File: src/hw/rtl/fgrld_pkg.sv
// ----------------------------------------------------------------------------
// fgrld_pkg
// Shared types and constants of the glyph run-length decoder.
// ----------------------------------------------------------------------------
`default_nettype none

package fgrld_pkg;

    localparam int FGRLD_DICT_ENTRIES = 31;
    localparam int FGRLD_QUEUE_DEPTH  = 4;

    localparam int CFG_INDEX_W = 3;
    localparam int CFG_DATA_W  = 64;
    localparam int DICT_IDX_W  = 5;

    // Register indexes
    localparam logic [CFG_INDEX_W-1:0] CFG_DICT_MODE = 3'd0;
    localparam logic [CFG_INDEX_W-1:0] CFG_DICT_BASE = 3'd1;

    // Token classes
    localparam logic [7:0] TOK_DICT_LIMIT_M0 = 8'hF0;
    localparam logic [7:0] TOK_DICT_LIMIT_M1 = 8'hF8;
    localparam int         TOK_RAW_BIT       = 3;

    typedef enum logic [1:0] {
        PH_IDLE,
        PH_RAW,
        PH_REP
    } phase_t;

    // One expansion command: a byte and its copy count less one
    typedef struct packed {
        logic [7:0] value;
        logic [3:0] cnt_m1;
    } cmd_t;

    typedef struct packed {
        logic valid;
        cmd_t cmd;
    } cmd_push_t;

endpackage

`default_nettype wire

File: src/hw/rtl/fgrld_code_if.sv
// ----------------------------------------------------------------------------
// fgrld_code_if
// Compressed byte channel.
// ----------------------------------------------------------------------------
`default_nettype none

interface fgrld_code_if;
    logic       valid;
    logic       ready;
    logic [7:0] code_byte;
    logic       new_glyph;

    modport source (output valid, code_byte, new_glyph, input ready);
    modport sink   (input valid, code_byte, new_glyph, output ready);
endinterface

`default_nettype wire

File: src/hw/rtl/fgrld_pixel_if.sv
// ----------------------------------------------------------------------------
// fgrld_pixel_if
// Decoded column byte channel.
// ----------------------------------------------------------------------------
`default_nettype none

interface fgrld_pixel_if;
    logic       valid;
    logic       ready;
    logic [7:0] pixel_column;
    logic       last_of_item;

    modport source (output valid, pixel_column, last_of_item, input ready);
    modport sink   (input valid, pixel_column, last_of_item, output ready);
endinterface

`default_nettype wire

File: src/hw/rtl/fgrld_front.sv
// ----------------------------------------------------------------------------
// fgrld_front
// Accepts compressed bytes, tracks the token phase, looks up the
// dictionary and turns each byte into at most one expansion command.
// ----------------------------------------------------------------------------
`default_nettype none

module fgrld_front #(
    parameter int DICT_ENTRIES = fgrld_pkg::FGRLD_DICT_ENTRIES
) (
    input  wire logic                             clk,
    input  wire logic                             rst_n,
    input  wire logic                             cfg_we,
    input  wire logic [fgrld_pkg::CFG_INDEX_W-1:0] cfg_index,
    input  wire logic [fgrld_pkg::CFG_DATA_W-1:0]  cfg_data,
    fgrld_code_if.sink                            code_ch,
    input  wire logic                             q_full,
    output fgrld_pkg::cmd_push_t                  push
);
    import fgrld_pkg::*;

    localparam int IDX_W = $clog2(DICT_ENTRIES);

    logic [7:0] dict_reg [DICT_ENTRIES];
    logic       dict_mode_reg;

    phase_t     phase_reg, phase_next;
    logic [3:0] run_reg, run_next;

    logic       accept;
    phase_t     phase_eff;
    logic [3:0] run_eff;
    logic [7:0] t;
    logic [DICT_IDX_W-1:0] dict_idx;
    logic [7:0] dict_val;

    assign code_ch.ready = !q_full;
    assign accept        = code_ch.valid && code_ch.ready;
    assign t             = code_ch.code_byte;

    // Configuration registers
    always_ff @(posedge clk or negedge rst_n)
    begin
        if (!rst_n)
        begin
            dict_mode_reg <= 1'b0;
        end
        else if (cfg_we && cfg_index == CFG_DICT_MODE)
        begin
            dict_mode_reg <= cfg_data[0];
        end
    end

    for (genvar k = 0; k < DICT_ENTRIES; k++)
    begin : g_dict
        localparam logic [CFG_INDEX_W-1:0] SLOT = CFG_DICT_BASE + CFG_INDEX_W'(k / 8);
        localparam int LANE = k % 8;

        always_ff @(posedge clk or negedge rst_n)
        begin
            if (!rst_n)
            begin
                dict_reg[k] <= 8'h00;
            end
            else if (cfg_we && cfg_index == SLOT)
            begin
                dict_reg[k] <= cfg_data[LANE*8 +: 8];
            end
        end
    end

    // Dictionary read; entries beyond the table read as zero
    always_comb
    begin
        if (dict_mode_reg)
        begin
            dict_idx = t[7:3];
        end
        else
        begin
            dict_idx = {1'b0, t[7:4]};
        end
        if (dict_idx < DICT_IDX_W'(DICT_ENTRIES))
        begin
            dict_val = dict_reg[dict_idx[IDX_W-1:0]];
        end
        else
        begin
            dict_val = 8'h00;
        end
    end

    always_ff @(posedge clk or negedge rst_n)
    begin
        if (!rst_n)
        begin
            phase_reg <= PH_IDLE;
            run_reg   <= 4'd0;
        end
        else
        begin
            phase_reg <= phase_next;
            run_reg   <= run_next;
        end
    end

    always_comb
    begin
        phase_eff  = code_ch.new_glyph ? PH_IDLE : phase_reg;
        run_eff    = code_ch.new_glyph ? 4'd0 : run_reg;
        phase_next = phase_reg;
        run_next   = run_reg;
        push       = '0;

        if (accept)
        begin
            case (phase_eff)
                PH_RAW:
                begin
                    push.valid      = 1'b1;
                    push.cmd.value  = t;
                    push.cmd.cnt_m1 = 4'd0;
                    if (run_eff > 4'd1)
                    begin
                        phase_next = PH_RAW;
                        run_next   = run_eff - 4'd1;
                    end
                    else
                    begin
                        phase_next = PH_IDLE;
                        run_next   = 4'd0;
                    end
                end
                PH_REP:
                begin
                    push.valid      = 1'b1;
                    push.cmd.value  = t;
                    push.cmd.cnt_m1 = (run_eff == 4'd0) ? 4'd0 : run_eff - 4'd1;
                    phase_next      = PH_IDLE;
                    run_next        = 4'd0;
                end
                default:
                begin
                    phase_next = PH_IDLE;
                    run_next   = 4'd0;
                    if (!dict_mode_reg)
                    begin
                        if (t < TOK_DICT_LIMIT_M0)
                        begin
                            push.valid      = 1'b1;
                            push.cmd.value  = dict_val;
                            push.cmd.cnt_m1 = t[3:0];
                        end
                        else if (t[TOK_RAW_BIT])
                        begin
                            phase_next = PH_RAW;
                            run_next   = {1'b0, t[2:0]} + 4'd1;
                        end
                        else
                        begin
                            phase_next = PH_REP;
                            run_next   = {1'b0, t[2:0]} + 4'd2;
                        end
                    end
                    else
                    begin
                        if (t < TOK_DICT_LIMIT_M1)
                        begin
                            push.valid      = 1'b1;
                            push.cmd.value  = dict_val;
                            push.cmd.cnt_m1 = {1'b0, t[2:0]};
                        end
                        else
                        begin
                            phase_next = PH_RAW;
                            run_next   = {1'b0, t[2:0]} + 4'd1;
                        end
                    end
                end
            endcase
        end
    end

endmodule

`default_nettype wire

File: src/hw/rtl/fgrld_queue.sv
// ----------------------------------------------------------------------------
// fgrld_queue
// Short command queue between front and back.
// ----------------------------------------------------------------------------
`default_nettype none

module fgrld_queue #(
    parameter int DEPTH = fgrld_pkg::FGRLD_QUEUE_DEPTH
) (
    input  wire logic                 clk,
    input  wire logic                 rst_n,
    input  wire fgrld_pkg::cmd_push_t push,
    input  wire logic                 pop,
    output logic                      q_valid,
    output fgrld_pkg::cmd_t           q_cmd,
    output logic                      q_full
);
    import fgrld_pkg::*;

    localparam int PTR_W = (DEPTH > 1) ? $clog2(DEPTH) : 1;
    localparam int CNT_W = $clog2(DEPTH + 1);

    cmd_t             mem [DEPTH];
    logic [PTR_W-1:0] wr_ptr_reg, wr_ptr_next;
    logic [PTR_W-1:0] rd_ptr_reg, rd_ptr_next;
    logic [CNT_W-1:0] count_reg, count_next;

    assign q_valid = (count_reg != '0);
    assign q_full  = (count_reg == CNT_W'(DEPTH));
    assign q_cmd   = mem[rd_ptr_reg];

    always_ff @(posedge clk)
    begin
        if (push.valid)
        begin
            mem[wr_ptr_reg] <= push.cmd;
        end
    end

    always_comb
    begin
        wr_ptr_next = wr_ptr_reg;
        rd_ptr_next = rd_ptr_reg;
        count_next  = count_reg;
        if (push.valid)
        begin
            wr_ptr_next = (wr_ptr_reg == PTR_W'(DEPTH - 1)) ? '0 : wr_ptr_reg + 1'b1;
        end
        if (pop)
        begin
            rd_ptr_next = (rd_ptr_reg == PTR_W'(DEPTH - 1)) ? '0 : rd_ptr_reg + 1'b1;
        end
        case ({push.valid, pop})
            2'b10:   count_next = count_reg + 1'b1;
            2'b01:   count_next = count_reg - 1'b1;
            default: count_next = count_reg;
        endcase
    end

    always_ff @(posedge clk or negedge rst_n)
    begin
        if (!rst_n)
        begin
            wr_ptr_reg <= '0;
            rd_ptr_reg <= '0;
            count_reg  <= '0;
        end
        else
        begin
            wr_ptr_reg <= wr_ptr_next;
            rd_ptr_reg <= rd_ptr_next;
            count_reg  <= count_next;
        end
    end

    a_count_bound: assert property (@(posedge clk) disable iff (!rst_n)
        count_reg <= CNT_W'(DEPTH))
        else $error("queue count beyond depth");

    a_no_push_full: assert property (@(posedge clk) disable iff (!rst_n)
        push.valid |-> (!q_full || pop))
        else $error("push into full queue");

    a_no_pop_empty: assert property (@(posedge clk) disable iff (!rst_n)
        pop |-> q_valid)
        else $error("pop from empty queue");

endmodule

`default_nettype wire

File: src/hw/rtl/fgrld_back.sv
// ----------------------------------------------------------------------------
// fgrld_back
// Expands queued commands into column bytes, one per cycle while the receiver
// is ready and a command is queued, from a registered output stage.
// ----------------------------------------------------------------------------
`default_nettype none

module fgrld_back (
    input  wire logic            clk,
    input  wire logic            rst_n,
    input  wire logic            q_valid,
    input  wire fgrld_pkg::cmd_t q_cmd,
    output logic                 pop,
    fgrld_pixel_if.source        pixel_ch
);
    import fgrld_pkg::*;

    logic       active_reg, active_next;
    logic [3:0] left_reg, left_next;
    logic [7:0] val_reg, val_next;
    logic       take;

    assign take                  = pixel_ch.valid && pixel_ch.ready;
    assign pixel_ch.valid        = active_reg;
    assign pixel_ch.pixel_column = val_reg;
    assign pixel_ch.last_of_item = (left_reg == 4'd0);

    assign pop = q_valid && (!active_reg || (take && left_reg == 4'd0));

    always_comb
    begin
        active_next = active_reg;
        left_next   = left_reg;
        val_next    = val_reg;
        if (pop)
        begin
            active_next = 1'b1;
            left_next   = q_cmd.cnt_m1;
            val_next    = q_cmd.value;
        end
        else if (take)
        begin
            if (left_reg == 4'd0)
            begin
                active_next = 1'b0;
            end
            else
            begin
                left_next = left_reg - 4'd1;
            end
        end
    end

    always_ff @(posedge clk or negedge rst_n)
    begin
        if (!rst_n)
        begin
            active_reg <= 1'b0;
            left_reg   <= 4'd0;
        end
        else
        begin
            active_reg <= active_next;
            left_reg   <= left_next;
        end
    end

    always_ff @(posedge clk)
    begin
        val_reg <= val_next;
    end

    a_run_stays: assert property (@(posedge clk) disable iff (!rst_n)
        (active_reg && left_reg != 4'd0) |=> active_reg)
        else $error("run dropped before its last byte");

    a_run_value: assert property (@(posedge clk) disable iff (!rst_n)
        (take && left_reg != 4'd0) |=> (val_reg == $past(val_reg)))
        else $error("byte changed inside a run");

    a_hold_stalled: assert property (@(posedge clk) disable iff (!rst_n)
        (pixel_ch.valid && !pixel_ch.ready) |=>
            (pixel_ch.valid && $stable(pixel_ch.pixel_column) &&
             $stable(pixel_ch.last_of_item)))
        else $error("column changed while stalled");

endmodule

`default_nettype wire

File: src/hw/rtl/font_glyph_run_length_decoder_unit.sv
// Path: an accepted byte's command is queued, then loaded into the output register.
// Throughput in: one compressed byte per cycle while the command queue has room.
// Throughput out: one column per cycle while a command waits and the receiver is ready;
// a byte yields 0 to 16 columns, counted out by the expansion counter in the back end
// (none for a token opening a run); once the queue fills, input keeps pace with output.
// Reset: phase idle, run count zero, queue and output empty, mode and dictionary zero.
// ----------------------------------------------------------------------------
// font_glyph_run_length_decoder_unit
// Glyph column decompressor: run-length tokens with a frequent-byte dictionary.
// ----------------------------------------------------------------------------
`default_nettype none

module font_glyph_run_length_decoder_unit #(
    parameter int DICT_ENTRIES = fgrld_pkg::FGRLD_DICT_ENTRIES,
    parameter int QUEUE_DEPTH  = fgrld_pkg::FGRLD_QUEUE_DEPTH
) (
    input  wire logic                              clk,
    input  wire logic                              rst_n,
    input  wire logic                              cfg_we,
    input  wire logic [fgrld_pkg::CFG_INDEX_W-1:0] cfg_index,
    input  wire logic [fgrld_pkg::CFG_DATA_W-1:0]  cfg_data,
    fgrld_code_if.sink                             code_ch,
    fgrld_pixel_if.source                          pixel_ch
);
    import fgrld_pkg::*;

    // Front to queue: at most one command per accepted byte
    cmd_push_t push;
    logic      q_full;

    // Queue to back
    logic      q_valid;
    cmd_t      q_cmd;
    logic      pop;

    // Front: hold the token phase, classify each byte, look up the dictionary.
    // Tokens that open a raw or repeat run give no command and only advance the phase.
    fgrld_front #(
        .DICT_ENTRIES (DICT_ENTRIES)
    ) u_front (
        .clk       (clk),
        .rst_n     (rst_n),
        .cfg_we    (cfg_we),
        .cfg_index (cfg_index),
        .cfg_data  (cfg_data),
        .code_ch   (code_ch),
        .q_full    (q_full),
        .push      (push)
    );

    // Queue: decouple input acceptance from output stalls
    fgrld_queue #(
        .DEPTH (QUEUE_DEPTH)
    ) u_queue (
        .clk     (clk),
        .rst_n   (rst_n),
        .push    (push),
        .pop     (pop),
        .q_valid (q_valid),
        .q_cmd   (q_cmd),
        .q_full  (q_full)
    );

    // Back: repeat each command's byte its count of times; mark the final copy
    fgrld_back u_back (
        .clk      (clk),
        .rst_n    (rst_n),
        .q_valid  (q_valid),
        .q_cmd    (q_cmd),
        .pop      (pop),
        .pixel_ch (pixel_ch)
    );

endmodule

`default_nettype wire

File: src/flat_wrapper.sv
// flat-port wrapper written by rule: the top's interface ports become plain ports
module font_glyph_run_length_decoder_unit_flat import fgrld_pkg::*;
#(
    parameter int DICT_ENTRIES = fgrld_pkg::FGRLD_DICT_ENTRIES,
    parameter int QUEUE_DEPTH  = fgrld_pkg::FGRLD_QUEUE_DEPTH
)
  (clk, rst_n, cfg_we, cfg_index, cfg_data, code_ch_valid, code_ch_code_byte, code_ch_new_glyph, code_ch_ready, pixel_ch_valid, pixel_ch_pixel_column, pixel_ch_last_of_item, pixel_ch_ready);
  fgrld_code_if code_ch_i ();
  fgrld_pixel_if pixel_ch_i ();
  input  wire logic clk;
  input  wire logic rst_n;
  input  wire logic cfg_we;
  input  wire logic [fgrld_pkg::CFG_INDEX_W-1:0] cfg_index;
  input  wire logic [fgrld_pkg::CFG_DATA_W-1:0] cfg_data;
  input wire logic [$bits(code_ch_i.valid)-1:0] code_ch_valid;
  input wire logic [$bits(code_ch_i.code_byte)-1:0] code_ch_code_byte;
  input wire logic [$bits(code_ch_i.new_glyph)-1:0] code_ch_new_glyph;
  output wire logic [$bits(code_ch_i.ready)-1:0] code_ch_ready;
  output wire logic [$bits(pixel_ch_i.valid)-1:0] pixel_ch_valid;
  output wire logic [$bits(pixel_ch_i.pixel_column)-1:0] pixel_ch_pixel_column;
  output wire logic [$bits(pixel_ch_i.last_of_item)-1:0] pixel_ch_last_of_item;
  input wire logic [$bits(pixel_ch_i.ready)-1:0] pixel_ch_ready;
  assign code_ch_i.valid = code_ch_valid;
  assign code_ch_i.code_byte = code_ch_code_byte;
  assign code_ch_i.new_glyph = code_ch_new_glyph;
  assign code_ch_ready = code_ch_i.ready;
  assign pixel_ch_valid = pixel_ch_i.valid;
  assign pixel_ch_pixel_column = pixel_ch_i.pixel_column;
  assign pixel_ch_last_of_item = pixel_ch_i.last_of_item;
  assign pixel_ch_i.ready = pixel_ch_ready;
  font_glyph_run_length_decoder_unit #(.DICT_ENTRIES(DICT_ENTRIES), .QUEUE_DEPTH(QUEUE_DEPTH)) u_core (.clk(clk), .rst_n(rst_n), .cfg_we(cfg_we), .cfg_index(cfg_index), .cfg_data(cfg_data), .code_ch(code_ch_i), .pixel_ch(pixel_ch_i));
endmodule
File: config.mk
export PLATFORM = sky130hd
export DESIGN_NAME = font_glyph_run_length_decoder_unit_flat
export DESIGN_NICKNAME = d
export VERILOG_FILES = /design/src/hw/rtl/fgrld_pkg.sv /design/src/hw/rtl/fgrld_code_if.sv /design/src/hw/rtl/fgrld_pixel_if.sv /design/src/hw/rtl/fgrld_front.sv /design/src/hw/rtl/fgrld_queue.sv /design/src/hw/rtl/fgrld_back.sv /design/src/hw/rtl/font_glyph_run_length_decoder_unit.sv /design/src/flat_wrapper.sv
export SDC_FILE = /design/constraint.sdc
export NUM_CORES = 1
export LEC_CHECK = 0
export BUFFER_PORTS_ARGS = -buffer_cell sky130_fd_sc_hd__buf_2
export CORE_MARGIN = 8
export CORE_UTILIZATION = 60
export DETAILED_ROUTE_END_ITERATION = 7
export MAX_ROUTING_LAYER = met4
export PLACE_DENSITY_LB_ADDON = 0.2
export RECOVER_POWER = 100
export SYNTH_ARGS = -nofsm -noshare
export SYNTH_HDL_FRONTEND = slang
export SYNTH_SLANG_ARGS = --single-unit
File: constraint.sdc
create_clock -name clk -period 3.9 [get_ports clk]
set_clock_uncertainty 0.05 [all_clocks]
set_input_delay 0.39 -clock clk [delete_from_list [all_inputs] [get_ports clk]]
set_output_delay 0.39 -clock clk [all_outputs]
set_load 0.01 [all_outputs]
---- After elaboration in Yosys (flattened, before gate mapping) ----
Memories as Yosys holds them, arrays and structs flattened.
Cells that the tools add are included.
word-level totals
  bits in registers ....................... 275
  bits in writable memories ............... 48
  input bits .............................. 81
  memories ................................ 1
memories
  name                words  bits a word  rd ports  clocked after memory_dff  wr ports  RTL line           text
  u_core.u_queue.mem  4      12           1         0                         1         fgrld_queue.sv:23  cmd_t mem [DEPTH];
cells by class
  add/subtract/negate cells ............... 8
  magnitude comparators ................... 5
  equal/unequal tests ..................... 12
  multiplexer cells ....................... 36
  bitwise operators ....................... 1
  reductions and logical operators ........ 21
operators with widths
  kind                                                                    count
  13-bit two-way mux                                                      4
  8-bit binary-select mux with 5-bit select                               1
  4-bit two-way mux                                                       10
  13-bit one-hot mux with 2 select lines                                  1
  8-bit two-way mux                                                       3
  8-bit < comparator (second input constant)                              2
  2-bit two-way mux                                                       6
  1-bit logical AND                                                       9
  2-bit equality test (second input constant)                             4
  4-bit zero test                                                         2
  4-bit one-hot mux with 2 select lines                                   1
  4-bit by 1-bit subtractor with 4-bit output (second input constant)     2
  1-bit two-way mux                                                       7
  3-bit by 2-bit equality test with 1-bit output (second input constant)  2
  3-bit equality test (second input constant)                             2
  6-bit >= comparator (second input constant)                             1
  5-bit NOT with 6-bit output                                             1
  3-bit one-hot mux with 2 select lines                                   1
  2-bit nonzero test                                                      3
  5-bit < comparator (second input constant)                              1
  5-bit two-way mux                                                       1
  2-bit by 1-bit adder with 2-bit output (second input constant)          2
  3-bit by 1-bit adder with 4-bit output (second input constant)          1
  3-bit by 2-bit adder with 4-bit output (second input constant)          1
  other kinds (12)                                                        15

---- Depth between registers and ports, before layout ----
  word-level depth ........................ 12
  mapped depth ............................ 13
  gate-level depth less buffers ........... 13

---- By module ----
A second synthesis with hierarchy kept.
second synthesis, totals
  cell total of the unflattened synthesis .. 1330
  area total of the unflattened synthesis .. 16662.2 µm²
by module, submodules not included
  module       instances  cells an instance  area each (µm²)  sequential area each (µm²)
  fgrld_front  1          1178               13859.5          6381.1
  fgrld_queue  1          98                 2170.8           1616.6
  fgrld_back   1          54                 631.9            365.4

---- Worst setup path before layout ----
No wires, ideal clock.
  path kind ............................... register to register
  start point ............................. register u_core.u_back.left_reg[0]
  end point ............................... register u_core.u_queue.count_reg[2]
  setup time .............................. 0.079 ns
  arrival time ............................ 3.006 ns
  setup slack ............................. 0.764 ns
  cell stages (with the launch flop) ...... 13
  buffers on the path ..................... 1
  cell sequence ........................... dfrtp_1 inv_1 ha_1 nor3b_1 nand2_1 a21oi_1 clkbuf_1 ha_1 inv_1 fa_1 xor2_1 nor2_1 xor2_1
on the way
  longest elaborated chain between the ends .. 6
  elaborated cells between the ends (all ways) .. 8
  those cells by class .................... eq/ne (2); mux (1); reduce/logical (5)
RTL lines
  item                                                                                   RTL line                                  text
  from (decl)                                                                            fgrld_back.sv:19                          logic [3:0] left_reg, left_next;
  from (signal assigned)                                                                 fgrld_back.sv:64                          left_reg <= left_next;
  4-bit zero test (*)                                                                    n/a
  net pixel_ch_last_of_item                                                              flat_wrapper.sv:21                        output wire logic [$bits(pixel_ch_i.last_of_item)-1:0] pixel_ch_last_of_item;
  1-bit logical AND (*)                                                                  fgrld_back.sv:28                          assign pop = q_valid && (!active_reg || (take && left_reg == 4'd0));
  1-bit logical OR (*)                                                                   fgrld_back.sv:28
  1-bit logical AND (*)                                                                  fgrld_back.sv:28
  net u_core.pop                                                                         font_glyph_run_length_decoder_unit.sv:34  logic pop;
  2-bit by 1-bit equality test with 1-bit output or 2-bit equality test (tied branches)  fgrld_queue.sv:53                         case ({push.valid, pop})
  3-bit one-hot mux with 2 select lines or 2-bit nonzero test (tied branches)            n/a
  to (signal assigned)                                                                   fgrld_queue.sv:72                         count_reg <= count_next;
  to (decl)                                                                              fgrld_queue.sv:26                         logic [CNT_W-1:0] count_reg, count_next;
The timed path passes the listed nets; every way through them passes the cells marked *.
A chain may end at the register's enable or synchronous reset.

==> flow_summary.ini <==
[timing]
slew_headroom_pct = -84.7
holdWs_ps = 83.4
slew_violations = 305
period_minus_slack_ps = 3370
rsz0062_at_grt = false
tns_ps = 0
setup_viol = 0
final-hold-violation-count = 0
finalCritPeriodShare_pct = 86.4
fmax_mhz = 297
worst_slew_pin_slew_ps = 2770

[power_and_ir_drop]
peakVddDrop_mv = 0.354
leakagePower_uw = 0.00766
total_power_uw = 11100
power_density_nw_per_um2 = 602

[global_routing]
grt_overflow = 0
antenna_found_initial = 2
grt_max_degree = 118
first_global_vias = 12400
grt_usage_pct = 30.0
grt_pass1_wl_mm = 74.4

[outcome]
violations = max-capacitance violations, max-slew violations
outcome = finished with violations

[clock_network]
numCtsBuffers = 36
clockBufferDepth = 3
cts_tree = built
cts_hold_buf = 1
clock-sinks = 323
cts_root_buf = clkbuf_16
worstSkewPairLatency_ps = 520
cts_resized = 0
cts_setup_buffers = 0
path_clk_slew_ps = 60
htreeDepth = 2

[worst_setup_path]
regToRegSetupSlack_ps = 530
r2r_cells = 8
crit_path_start_kind = register
critPathCaptureType = register
cp_top_family = buffers and inverters
crit_slowest_cell = dfrtp_4
slowest_delay_ps = 580
worstPathArrival_ps = 3520
worstPathMaxFanout = 58
required_ps = 4050
cp.depth = 8
cp_cell_sequence = buf_4 > nor2b_1 > clkbuf_1 > a22oi_1 > o211ai_1 > o21ai_0 > a22oi_1 > o21ai_0
crit_buf_inv = 2
critPathKind = reg2reg

[worst_hold_path]
whs_path_depth = 2
hold_class = in2reg

[detailed_routing]
via_per_inst = 6.68
wl_per_cell_um = 26.3
drc = 0
drt-initial-drc-count = 1234
num_vias = 12200
wl_mm = 48.1
first_pass_iters = 5
ant_nets = 0

[finish]
synthToLayoutAreaGrowth_pct = 11.9
drive_above_1_share_pct = 30.8
fin_nets = 1559
n_fill_cell = 2036
fin_util_pct = 68.2
largest_reg_flops = 248
final_cell_area_um2 = 18400

[place]
place.port_buffers = 91
dpl.hpwl_mm = 33.7
placed_area_um2 = 17200
place_congestion = 0.980

[synthesis]
synthAdderAreaFrac_pct = 1.26
synth_compound_area_share_pct = 13.0
ys_types = 71
async_flop_share_pct = 82.7
synth_xor_area_share_pct = 0.267
yosysWarningCount = 0
seq_area_frac_synth_pct = 50.9
yosys.area_share.simple_pct = 7.39
synth_top_family_by_area = multiplexers
synth_area_um2 = 16400
synthFlopType = dfrtp_1
muxShareOfSynthArea_pct = 23.5
syn-instance-count = 1389
synth.avg_cell_area_um2 = 11.8
synthesis.nets = 1486
ys_seq_elements = 323
synth_enable_flop_cells = 56

[run]
drv_cap = 4

[die]
die_y_um = 181
num_rows = 60
dieArea_um2 = 32900
core_area_um2 = 27000
io_pins = 92
chipWidth_um = 181
start_util_pct = 61.0
==> per-stage QoR <==
step | worst slack [ps] | instances
2_1_floorplan | 764 | 1389
3_3_place_gp | 824 | 1764
3_5_place_dp | 804 | 1764
4_1_cts | 786 | 1829
5_1_grt | 343 | 1831
6_report | 532 | 1831
==> layout make-up <==
cell class	instances	area (um2)	area share [%]
tap	341	427	2.32
inverter	32	120	0.653
clock inverter	11	150	0.817
timing repair buffer	134	788	4.29
multi-input combinational	935	7480	40.7
antenna	2	5.00	0.0272
sequential	323	8370	45.5
clock buffer	53	1050	5.69
==> worst register-to-register path, cell delays in order, from the launching register on <==
cell,delay [ps]
dfrtp_4,580
buf_4,570
nor2b_1,570
clkbuf_1,380
a22oi_1,150
o211ai_1,170
o21ai_0,220
a22oi_1,170
o21ai_0,200
==> where the power goes <==
part | switching (uW) | internal, uW | leakage [uW] | total, uW
combinational | 1430 | 1260 | 0.00334 | 2680
clock | 1350 | 2070 | 0.000584 | 3410
sequential | 691 | 4270 | 0.00373 | 4960
total | 3460 | 7590 | 0.00766 | 11100
==> logic make-up (layout without fill, tap and decap cells) <==
family | Yosys count | after routing
simple gates | 258 | 258
compound gates | 321 | 321
mux | 335 | 335
fa+ha+maj | 16 | 16
buf+inv | 131 | 230
flops | 323 | 323
other cells | 0 | 2
xor+xnor | 5 | 5
==> Yosys cell counts (3+ instances only) <==
library cell | count | area [um2]
xnor2_1 | 3 | 26.3
a211oi_1 | 20 | 150
a2bb2oi_1 | 7 | 61.3
a311oi_1 | 4 | 35.0
a22o_1 | 4 | 35.0
mux2i_1 | 60 | 601
o2111a_1 | 3 | 33.8
nor3_1 | 18 | 90.1
nor4_1 | 5 | 31.3
nor2_1 | 38 | 143
nand2_1 | 119 | 447
a22oi_1 | 14 | 105
nor3b_1 | 5 | 37.5
and2_1 | 12 | 75.1
a31oi_1 | 25 | 156
a311o_1 | 5 | 50.1
o211ai_1 | 14 | 105
and3_1 | 7 | 43.8
nand2b_1 | 15 | 93.8
buf_6 | 5 | 56.3
nand3_1 | 12 | 60.1
mux4_2 | 14 | 315
o21ai_0 | 71 | 355
dfrtp_1 | 267 | 6680
clkbuf_1 | 36 | 135
nand3b_1 | 3 | 22.5
nor2b_1 | 12 | 75.1
o22ai_1 | 10 | 62.6
a32o_1 | 3 | 30.0
o21a_1 | 9 | 67.6
ha_1 | 15 | 188
buf_4 | 9 | 67.6
o221ai_1 | 8 | 70.1
a21oi_1 | 76 | 380
a221oi_1 | 12 | 105
buf_2 | 43 | 215
inv_1 | 31 | 116
mux2_2 | 260 | 2930
edfxtp_1 | 56 | 1680
a32oi_1 | 5 | 43.8
o2bb2ai_1 | 5 | 43.8
buf_1 | 6 | 22.5
o31ai_1 | 7 | 52.6
==> final timing paths <==
kind | from | endpoint
setup / recovery | u_core.u_front.dict_mode_reg | u_core.u_queue.mem[1][11]
hold / removal | cfg_data[63] | u_core.u_front.dict_reg[127]
setup reg to reg | u_core.u_front.dict_mode_reg | u_core.u_queue.mem[1][11]
hold reg to reg | u_core.u_front.phase_reg[1] | u_core.u_front.phase_reg[1]
max in group asynchronous | rst_n | u_core.u_front.dict_reg[193]
min in group asynchronous | rst_n | u_core.u_front.run_reg[1]
==> cell usage in the layout (no fill, tap or decap), types with 11 or more instances in the layout <==
master / Yosys / layout
ha_1: 15 / 15
mux2_2: 260 / 260
clkbuf_1: 36 / 24
mux4_2: 14 / 14
a221oi_1: 12 / 12
a21oi_1: 76 / 76
edfxtp_1: 56 / 56
nor2_1: 38 / 37
a22oi_1: 14 / 14
nor3_1: 18 / 18
a31oi_1: 25 / 25
nand2_1: 119 / 119
mux2i_1: 60 / 59
nand2b_1: 15 / 15
o211ai_1: 14 / 14
clkbuf_16: 0 / 37
o21ai_0: 71 / 72
nor2b_1: 12 / 12
buf_4: 9 / 34
inv_1: 31 / 31
a211oi_1: 20 / 20
buf_2: 43 / 78
dfrtp_1: 267 / 266
nand3_1: 12 / 11
==> metal layers <==
layer / GRT usage [%] / wire length, um
met1: 37.2 / 19400
met2: 49.0 / 23800
met3: 4.17 / 2860
met4: 12.8 / 2050
met5: - / 0
(Power assumes the default switching activity.)
